<file path="src/rtl/core/i2p_pkg.sv">
// ----------------------------------------------------------------------------
// i2p_pkg
// Shared types, constants and helpers for the infix-to-postfix converter.
// ----------------------------------------------------------------------------
`default_nettype none

package i2p_pkg;

  localparam int STACK_DEPTH = 16;
  localparam int CNT_W = $clog2(STACK_DEPTH + 1);
  localparam int IDX_W = (STACK_DEPTH > 1) ? $clog2(STACK_DEPTH) : 1;

  localparam logic [7:0] CH_PLUS  = 8'h2B;
  localparam logic [7:0] CH_MINUS = 8'h2D;
  localparam logic [7:0] CH_MUL   = 8'h2A;
  localparam logic [7:0] CH_DIV   = 8'h2F;
  localparam logic [7:0] CH_OPEN  = 8'h28;
  localparam logic [7:0] CH_CLOSE = 8'h29;
  localparam logic [7:0] CH_SPACE = 8'h20;

  localparam logic [1:0] ST_OK    = 2'd0;
  localparam logic [1:0] ST_FULL  = 2'd1;
  localparam logic [1:0] ST_PAREN = 2'd2;

  typedef struct packed {
    logic [7:0] symbol;
    logic       is_end;
  } in_item_t;

  typedef struct packed {
    logic [7:0] out_char;
    logic       has_char;
    logic [1:0] status;
    logic       last;
  } out_item_t;

  typedef enum logic [2:0] {
    CLS_END,
    CLS_ALNUM,
    CLS_OPEN,
    CLS_CLOSE,
    CLS_OP
  } sym_class_t;

  typedef enum logic [2:0] {
    SEL_SPACE,
    SEL_SYM,
    SEL_TOP,
    SEL_TERM,
    SEL_ERR_FULL,
    SEL_ERR_PAREN
  } res_sel_t;

  typedef enum logic [2:0] {
    S_IDLE,
    S_EVAL,
    S_POP_CH,
    S_FULL,
    S_FLUSH
  } ctrl_state_t;

  typedef struct packed {
    logic     load;
    logic     emit;
    res_sel_t sel;
    logic     push;
    logic     pop;
    logic     finish;
  } dp_cmd_t;

  typedef struct packed {
    sym_class_t cls;
    logic       count_zero;
    logic       stack_full;
    logic       top_is_open;
    logic       top_pops;
    logic       pend_valid;
    logic       out_free;
  } dp_stat_t;

  function automatic logic [1:0] prec_of(input logic [7:0] c);
    logic [1:0] p;
    p = 2'd0;
    if (c == CH_PLUS || c == CH_MINUS) p = 2'd1;
    if (c == CH_MUL || c == CH_DIV) p = 2'd2;
    return p;
  endfunction

endpackage

`default_nettype wire

</file>
<file path="src/rtl/core/infix_to_postfix_converter_core.sv">
// ----------------------------------------------------------------------------
// infix_to_postfix_converter_core
// Shunting-yard converter: infix characters in, postfix characters out.
// ----------------------------------------------------------------------------
// One symbol is taken at a time. An operator, ')' or end item may pop stack
// entries, and a push onto a full stack is dropped. Each entry popped for
// output gives two results (a space and the entry; a '(' matched by ')' is
// popped with no result), produced one per cycle by the sequencer while the
// output channel does not stall, through a single stack read port and a
// one-entry pending stage that marks the last result of each symbol.
// The stack holds STACK_DEPTH entries; an error result (status 1 or 2) ends
// the symbol's results, and the stack stays consistent after it. No clearing
// pass runs after reset: only the entry count is reset.
// ----------------------------------------------------------------------------
`default_nettype none

module infix_to_postfix_converter_core
  import i2p_pkg::*;
(
  input  logic      clk,
  input  logic      rst,
  // infix symbol channel
  input  logic      sym_valid,
  output logic      sym_stall,
  input  in_item_t  sym,
  // postfix result channel
  output logic      post_valid,
  input  logic      post_stall,
  output out_item_t post
);

  dp_cmd_t     cmd;
  dp_stat_t    st;
  ctrl_state_t state;

  i2p_ctrl u_ctrl (
    .clk       (clk),
    .rst       (rst),
    .sym_valid (sym_valid),
    .sym_stall (sym_stall),
    .st        (st),
    .cmd       (cmd),
    .state     (state)
  );

  i2p_dpath u_dpath (
    .clk        (clk),
    .rst        (rst),
    .sym        (sym),
    .cmd        (cmd),
    .st         (st),
    .post_stall (post_stall),
    .post_valid (post_valid),
    .post       (post)
  );

  // Every symbol's last result has left the pending stage before the next
  // symbol is taken.
  a_idle_no_pend: assert property (@(posedge clk) disable iff (rst)
    (state == S_IDLE) |-> !st.pend_valid)
    else $error("pending result left over when idle");

  // Error results carry no character.
  a_err_no_char: assert property (@(posedge clk) disable iff (rst)
    (post_valid && post.status != ST_OK) |-> !post.has_char)
    else $error("error result carries a character");

  // A characterless ok result is the terminator and must close its symbol.
  a_term_last: assert property (@(posedge clk) disable iff (rst)
    (post_valid && !post.has_char && post.status == ST_OK) |-> post.last)
    else $error("terminator without last");

  // Errors are always the final result of their symbol.
  a_err_last: assert property (@(posedge clk) disable iff (rst)
    (post_valid && post.status != ST_OK) |-> post.last)
    else $error("error result not last");

endmodule

`default_nettype wire

</file>
<file path="src/rtl/core/i2p_dpath.sv">
// ----------------------------------------------------------------------------
// i2p_dpath
// Operator stack, current symbol, pending result and output register.
// ----------------------------------------------------------------------------
`default_nettype none

module i2p_dpath
  import i2p_pkg::*;
(
  input  logic      clk,
  input  logic      rst,
  input  in_item_t  sym,
  input  dp_cmd_t   cmd,
  output dp_stat_t  st,
  input  logic      post_stall,
  output logic      post_valid,
  output out_item_t post
);

  logic [7:0]       stack [STACK_DEPTH];
  logic [CNT_W-1:0] count;
  logic [7:0]       cur_sym;
  logic             cur_end;
  out_item_t        pend;
  logic             pend_valid;
  logic [IDX_W-1:0] under_idx;
  logic [7:0]       top;
  out_item_t        res;
  out_item_t        post_next;
  logic             post_load;

  // entry just below the top; it becomes the top after a pop
  assign under_idx = IDX_W'(count - CNT_W'(2));

  always_comb begin
    if (cur_end) begin
      st.cls = CLS_END;
    end else if (cur_sym inside {[8'h30:8'h39], [8'h41:8'h5A], [8'h61:8'h7A]}) begin
      st.cls = CLS_ALNUM;
    end else if (cur_sym == CH_OPEN) begin
      st.cls = CLS_OPEN;
    end else if (cur_sym == CH_CLOSE) begin
      st.cls = CLS_CLOSE;
    end else begin
      st.cls = CLS_OP;
    end
    st.count_zero  = (count == '0);
    st.stack_full  = (count == CNT_W'(STACK_DEPTH));
    st.top_is_open = (top == CH_OPEN);
    st.top_pops    = (prec_of(top) >= prec_of(cur_sym));
    st.pend_valid  = pend_valid;
    st.out_free    = !post_valid || !post_stall;
  end

  always_comb begin
    res = '0;
    case (cmd.sel)
      SEL_SPACE: begin
        res.out_char = CH_SPACE;
        res.has_char = 1'b1;
      end
      SEL_SYM: begin
        res.out_char = cur_sym;
        res.has_char = 1'b1;
      end
      SEL_TOP: begin
        res.out_char = top;
        res.has_char = 1'b1;
      end
      SEL_ERR_FULL:  res.status = ST_FULL;
      SEL_ERR_PAREN: res.status = ST_PAREN;
      default:       res = '0;
    endcase
  end

  // Top of stack is kept in a register, refreshed on every push and on every pop that leaves the stack non-empty.
  always_ff @(posedge clk) begin
    if (cmd.load) begin
      cur_sym <= sym.symbol;
      cur_end <= sym.is_end;
    end
    if (cmd.push) begin
      stack[count[IDX_W-1:0]] <= cur_sym;
      top                     <= cur_sym;
    end else if (cmd.pop && count > CNT_W'(1)) begin
      top <= stack[under_idx];
    end
    if (rst) begin
      count <= '0;
    end else if (cmd.push) begin
      count <= count + CNT_W'(1);
    end else if (cmd.pop) begin
      count <= count - CNT_W'(1);
    end
  end

  // Pending stage: a result is held until the next one shows whether it is last.
  assign post_load = pend_valid && (cmd.emit || cmd.finish);

  always_comb begin
    post_next = pend;
    if (cmd.finish) post_next.last = 1'b1;
  end

  always_ff @(posedge clk) begin
    if (rst) begin
      pend_valid <= 1'b0;
      post_valid <= 1'b0;
    end else begin
      if (cmd.emit) begin
        pend       <= res;
        pend_valid <= 1'b1;
      end else if (cmd.finish) begin
        pend_valid <= 1'b0;
      end
      if (post_load) begin
        post       <= post_next;
        post_valid <= 1'b1;
      end else if (!post_stall) begin
        post_valid <= 1'b0;
      end
    end
  end

endmodule

`default_nettype wire

</file>
<file path="src/rtl/core/i2p_ctrl.sv">
// ----------------------------------------------------------------------------
// i2p_ctrl
// Sequencer that walks one input symbol through its stack operations.
// ----------------------------------------------------------------------------
`default_nettype none

module i2p_ctrl
  import i2p_pkg::*;
(
  input  logic        clk,
  input  logic        rst,
  input  logic        sym_valid,
  output logic        sym_stall,
  input  dp_stat_t    st,
  output dp_cmd_t     cmd,
  output ctrl_state_t state
);

  ctrl_state_t state_next;
  logic        step_ok;

  always_ff @(posedge clk) begin
    if (rst) begin
      state <= S_IDLE;
    end else begin
      state <= state_next;
    end
  end

  always_comb begin
    step_ok    = !st.pend_valid || st.out_free;
    state_next = state;
    cmd        = '0;
    cmd.sel    = SEL_SPACE;
    sym_stall  = (state != S_IDLE);
    case (state)
      S_IDLE: begin
        if (sym_valid) begin
          cmd.load   = 1'b1;
          state_next = S_EVAL;
        end
      end
      S_EVAL: begin
        if (step_ok) begin
          case (st.cls)
            CLS_END: begin
              cmd.emit = 1'b1;
              if (!st.count_zero) begin
                state_next = S_POP_CH;
              end else begin
                cmd.sel    = SEL_TERM;
                state_next = S_FLUSH;
              end
            end
            CLS_ALNUM: begin
              cmd.emit   = 1'b1;
              cmd.sel    = SEL_SYM;
              state_next = S_FLUSH;
            end
            CLS_OPEN: begin
              if (st.stack_full) begin
                cmd.emit = 1'b1;
                cmd.sel  = SEL_ERR_FULL;
              end else begin
                cmd.push = 1'b1;
              end
              state_next = S_FLUSH;
            end
            CLS_CLOSE: begin
              if (!st.count_zero && !st.top_is_open) begin
                cmd.emit   = 1'b1;
                state_next = S_POP_CH;
              end else if (!st.count_zero) begin
                cmd.pop    = 1'b1;
                state_next = S_FLUSH;
              end else begin
                cmd.emit   = 1'b1;
                cmd.sel    = SEL_ERR_PAREN;
                state_next = S_FLUSH;
              end
            end
            default: begin
              cmd.emit = 1'b1;
              if (!st.count_zero && !st.top_is_open && st.top_pops) begin
                state_next = S_POP_CH;
              end else if (st.stack_full) begin
                state_next = S_FULL;
              end else begin
                cmd.push   = 1'b1;
                state_next = S_FLUSH;
              end
            end
          endcase
        end
      end
      S_POP_CH: begin
        if (step_ok) begin
          cmd.emit   = 1'b1;
          cmd.sel    = SEL_TOP;
          cmd.pop    = 1'b1;
          state_next = S_EVAL;
        end
      end
      S_FULL: begin
        if (step_ok) begin
          cmd.emit   = 1'b1;
          cmd.sel    = SEL_ERR_FULL;
          state_next = S_FLUSH;
        end
      end
      S_FLUSH: begin
        if (step_ok) begin
          cmd.finish = 1'b1;
          state_next = S_IDLE;
        end
      end
      default: state_next = S_IDLE;
    endcase
  end

endmodule

`default_nettype wire
</file>
<file path="config.mk">
export PLATFORM = sky130hd
export DESIGN_NAME = infix_to_postfix_converter_core
export DESIGN_NICKNAME = d
export VERILOG_FILES = /design/src/rtl/core/i2p_pkg.sv /design/src/rtl/core/infix_to_postfix_converter_core.sv /design/src/rtl/core/i2p_dpath.sv /design/src/rtl/core/i2p_ctrl.sv
export SDC_FILE = /design/constraint.sdc
export NUM_CORES = 1
export LEC_CHECK = 0
export BUFFER_PORTS_ARGS = -buffer_cell sky130_fd_sc_hd__buf_2
export CORE_ASPECT_RATIO = 0.5
export CORE_MARGIN = 3
export CORE_UTILIZATION = 69
export CTS_BUF_LIST = sky130_fd_sc_hd__clkbuf_4 sky130_fd_sc_hd__clkbuf_8
export DETAILED_ROUTE_END_ITERATION = 10
export GPL_ROUTABILITY_DRIVEN = 0
export PLACE_DENSITY = 0.87
export SYNTH_ARGS = -nofsm -noshare
export SYNTH_HDL_FRONTEND = slang
export SYNTH_SLANG_ARGS = --single-unit
</file>
<file path="constraint.sdc">
create_clock -name clk -period 6.7 [get_ports clk]
set_clock_uncertainty 0.2 [all_clocks]
set_input_delay 1.005 -clock clk [delete_from_list [all_inputs] [get_ports clk]]
set_output_delay 1.005 -clock clk [all_outputs]
set_load 0.01 [all_outputs]
</file>
==> qor.yml <==
synth:
  syn_inst: 434
  syn_nets: 457
  ys.flop_type: "edfxtp_1"
  ys_ff_latch: 178
  yosysSeqAreaShare: 0.705
  syn-cell-area_um2: 7440
  synth_cell_types: 52
  synthArstFlopShare: 0
  synth_edf_count: 168
  syn_area_per_cell_um2: 17.1
  ys_warn_count: 0
detailed_routing:
  drtIter0Drc: 505
  route.detailed.drc: 0
  wl_per_cell_um: 24.8
  routed_wl_mm: 15.4
  dr.pass1.iters: 6
  via_count: 4170
  vias_per_cell: 6.68
  antenna_left: 0
power:
  vdd_drop_max_uv: 161
  power_density_nw_per_um2: 273
  leakagePower_nw: 2.66
  power.total_w: 0.00222
timing:
  rsz0062_at_grt: "false"
  maxSlewViolCount: 0
  hold_ws_ps: 226
  hold_viol: 0
  final.setup.tns_ps: 0
  period_share: 0.641
  slew_headroom: 0.149
  max_freq_mhz: 233
  period_needed_ps: 4300
  finalSetupViolCount: 0
  worst_pin_slew_ps: 1270
clock_tree:
  cts_tree: "yes"
  numCtsBuffers: 17
  cts_setup_buffers: 0
  hold_buffers: 0
  path_clk_slew_ps: 100
  cts.sinks: 178
  cts_buffer_depth: 2
  root_buffer: "clkbuf_8"
  cts_max_level: 4
  clock_latency_ps: 460
  ctsResizeCount: 0
critical_path:
  cp_slowest_stage_delay_ps: 980
  critPathKind: "flop to flop"
  crit_chain: "nor4_1, and3_1, ha_1, nand2b_1, a21o_1, nand4_1, and3_4, nand2_1, nor3_1"
  slowest_stage: "nor3_1"
  arrival_ps: 4160
  critPathLaunchType: "flop"
  critPathBufInv: 0
  critPathTopFamily: "simple AND/OR/NAND/NOR gates"
  reg2reg_slack_ps: 2400
  required_ps: 6570
  cp_max_fo: 23
  end_kind: "flop"
final_layout:
  area_delta_synth_final_pct: 9.42
  regArea_um2: 5250
  drive_gt1_frac: 0.240
  final_nets: 494
  diodes: 0
  utilization: 0.787
  fillers: 523
  fin_area_um2: 8140
  multi_input_area_um2: 2060
die:
  num_rows: 26
  start_util: 0.719
  die_area_um2: 12100
  die_h_um: 79.4
  core_area_um2: 10300
  fp.dieW_um: 153
  io_pins: 27
global_routing:
  overflow: 0
  grt_max_degree: 38
  grt_pass1_wl_mm: 23.8
  grt_pass1_vias: 4028
  antenna_found_initial: 0
  grt_use_total: 0.273
worst_hold_path:
  hold_class: "flop to flop"
placement:
  placed_area_um2: 7720
  port_buffers: 26
  dp_hpwl_mm: 9.97
status:
  status: "complete, no violations"
job:
  cap_viol_max_count: 0
worst paths after layout:
check                     start                   to  cells past startpoint
min reg2reg     u_dpath.pend[7]      u_dpath.post[7]                      0
max reg2reg  u_dpath.cur_sym[4]  u_dpath.stack[2][5]                      9
min             u_dpath.pend[7]      u_dpath.post[7]                      0
max          u_dpath.cur_sym[4]  u_dpath.stack[2][5]                      9
per-layer routing:
metal  up-vias  global-route usage  share of wire
met5         -                   0              0
met1      2067               0.373           0.41
met3        38              0.0883           0.10
met4         0               0.115          0.023
li1       1800                   -              -
met2       265               0.419           0.47
final cells by class:
class	instances	area share
inverters	6	0.00277
clock inverters	14	0.0218
repair buffers	38	0.0270
multi-input cells	230	0.253
clock buffers	18	0.0297
flip-flops and latches	178	0.644
well taps	140	0.0215
per-stage QoR:
stage | worst slack [ps] | cells
finish | 2400 | 624
global placement | 2740 | 592
floorplan | 2930 | 434
global route | 2270 | 624
detailed placement | 2540 | 592
CTS | 2520 | 624
synth_stat cells, drive strengths merged, types with 2 or more instances:
cell type,n,area share
mux2,3,0.0045
edfxtp,168,0.68
nor4b,3,0.0035
a22o,6,0.0071
nor4,4,0.0034
o41ai,2,0.0034
a32oi,2,0.0024
inv,6,0.0030
nor2b,2,0.0017
o21ai,6,0.0040
nand3,8,0.0054
xor2,3,0.0035
and2,3,0.0025
a21oi,11,0.0079
xnor2,4,0.0047
or3,5,0.0042
nand2,45,0.023
dfxtp,10,0.027
a31oi,6,0.0050
mux4,40,0.12
clkbuf,8,0.0040
ha,10,0.017
buf,12,0.011
nand4,2,0.0017
a21boi,2,0.0020
and3,5,0.0049
o22ai,2,0.0017
nor2,28,0.014
nor3,10,0.0067
nand2b,5,0.0042
sequential cells by signal, indices dropped and copies added (netlist names):
| register | count |
|---|---|
| u_dpath.pend | 11 |
| u_dpath.post | 12 |
| u_dpath.stack | 128 |
| u_dpath.count | 5 |
| u_dpath.post_valid | 1 |
| u_dpath.cur_end | 1 |
| u_dpath.top | 8 |
| u_dpath.pend_valid | 1 |
| u_dpath.cur_sym | 8 |
| u_ctrl.state | 3 |
placed cells by master, fill, tap and decap left out, types with 6 or more instances in the layout:
cell type / count
a21oi_1: 10
a22o_1: 6
a31oi_1: 6
buf_2: 26
buf_4: 12
clkbuf_8: 17
clkinvlp_4: 6
dfxtp_1: 9
edfxtp_1: 168
ha_1: 10
inv_1: 6
mux4_2: 38
nand2_1: 45
nand3_1: 8
nor2_1: 28
nor3_1: 10
logic make-up (layout without fill, tap and decap cells):
logic type / after synthesis / count (layout) / synth area share
AND/OR/NAND/NOR: 124 / 124 / 0.0805
multiplexers: 43 / 43 / 0.127
buffers and inverters: 26 / 76 / 0.0185
flip-flops: 178 / 178 / 0.705
XOR/XNOR: 7 / 7 / 0.00824
AO/OA/AOI/OAI: 46 / 46 / 0.0444
adder cells (fa/ha/maj): 10 / 10 / 0.0168
where the power goes:
| group | internal (W) | switching (W) |
|---|---|---|
| Sequential | 0.00125 | 0.0000213 |
| Clock | 0.000377 | 0.000396 |
| Combinational | 0.0000719 | 0.000108 |
| Total | 0.00170 | 0.000525 |
Note: power is estimated with default switching activity, not from simulation.
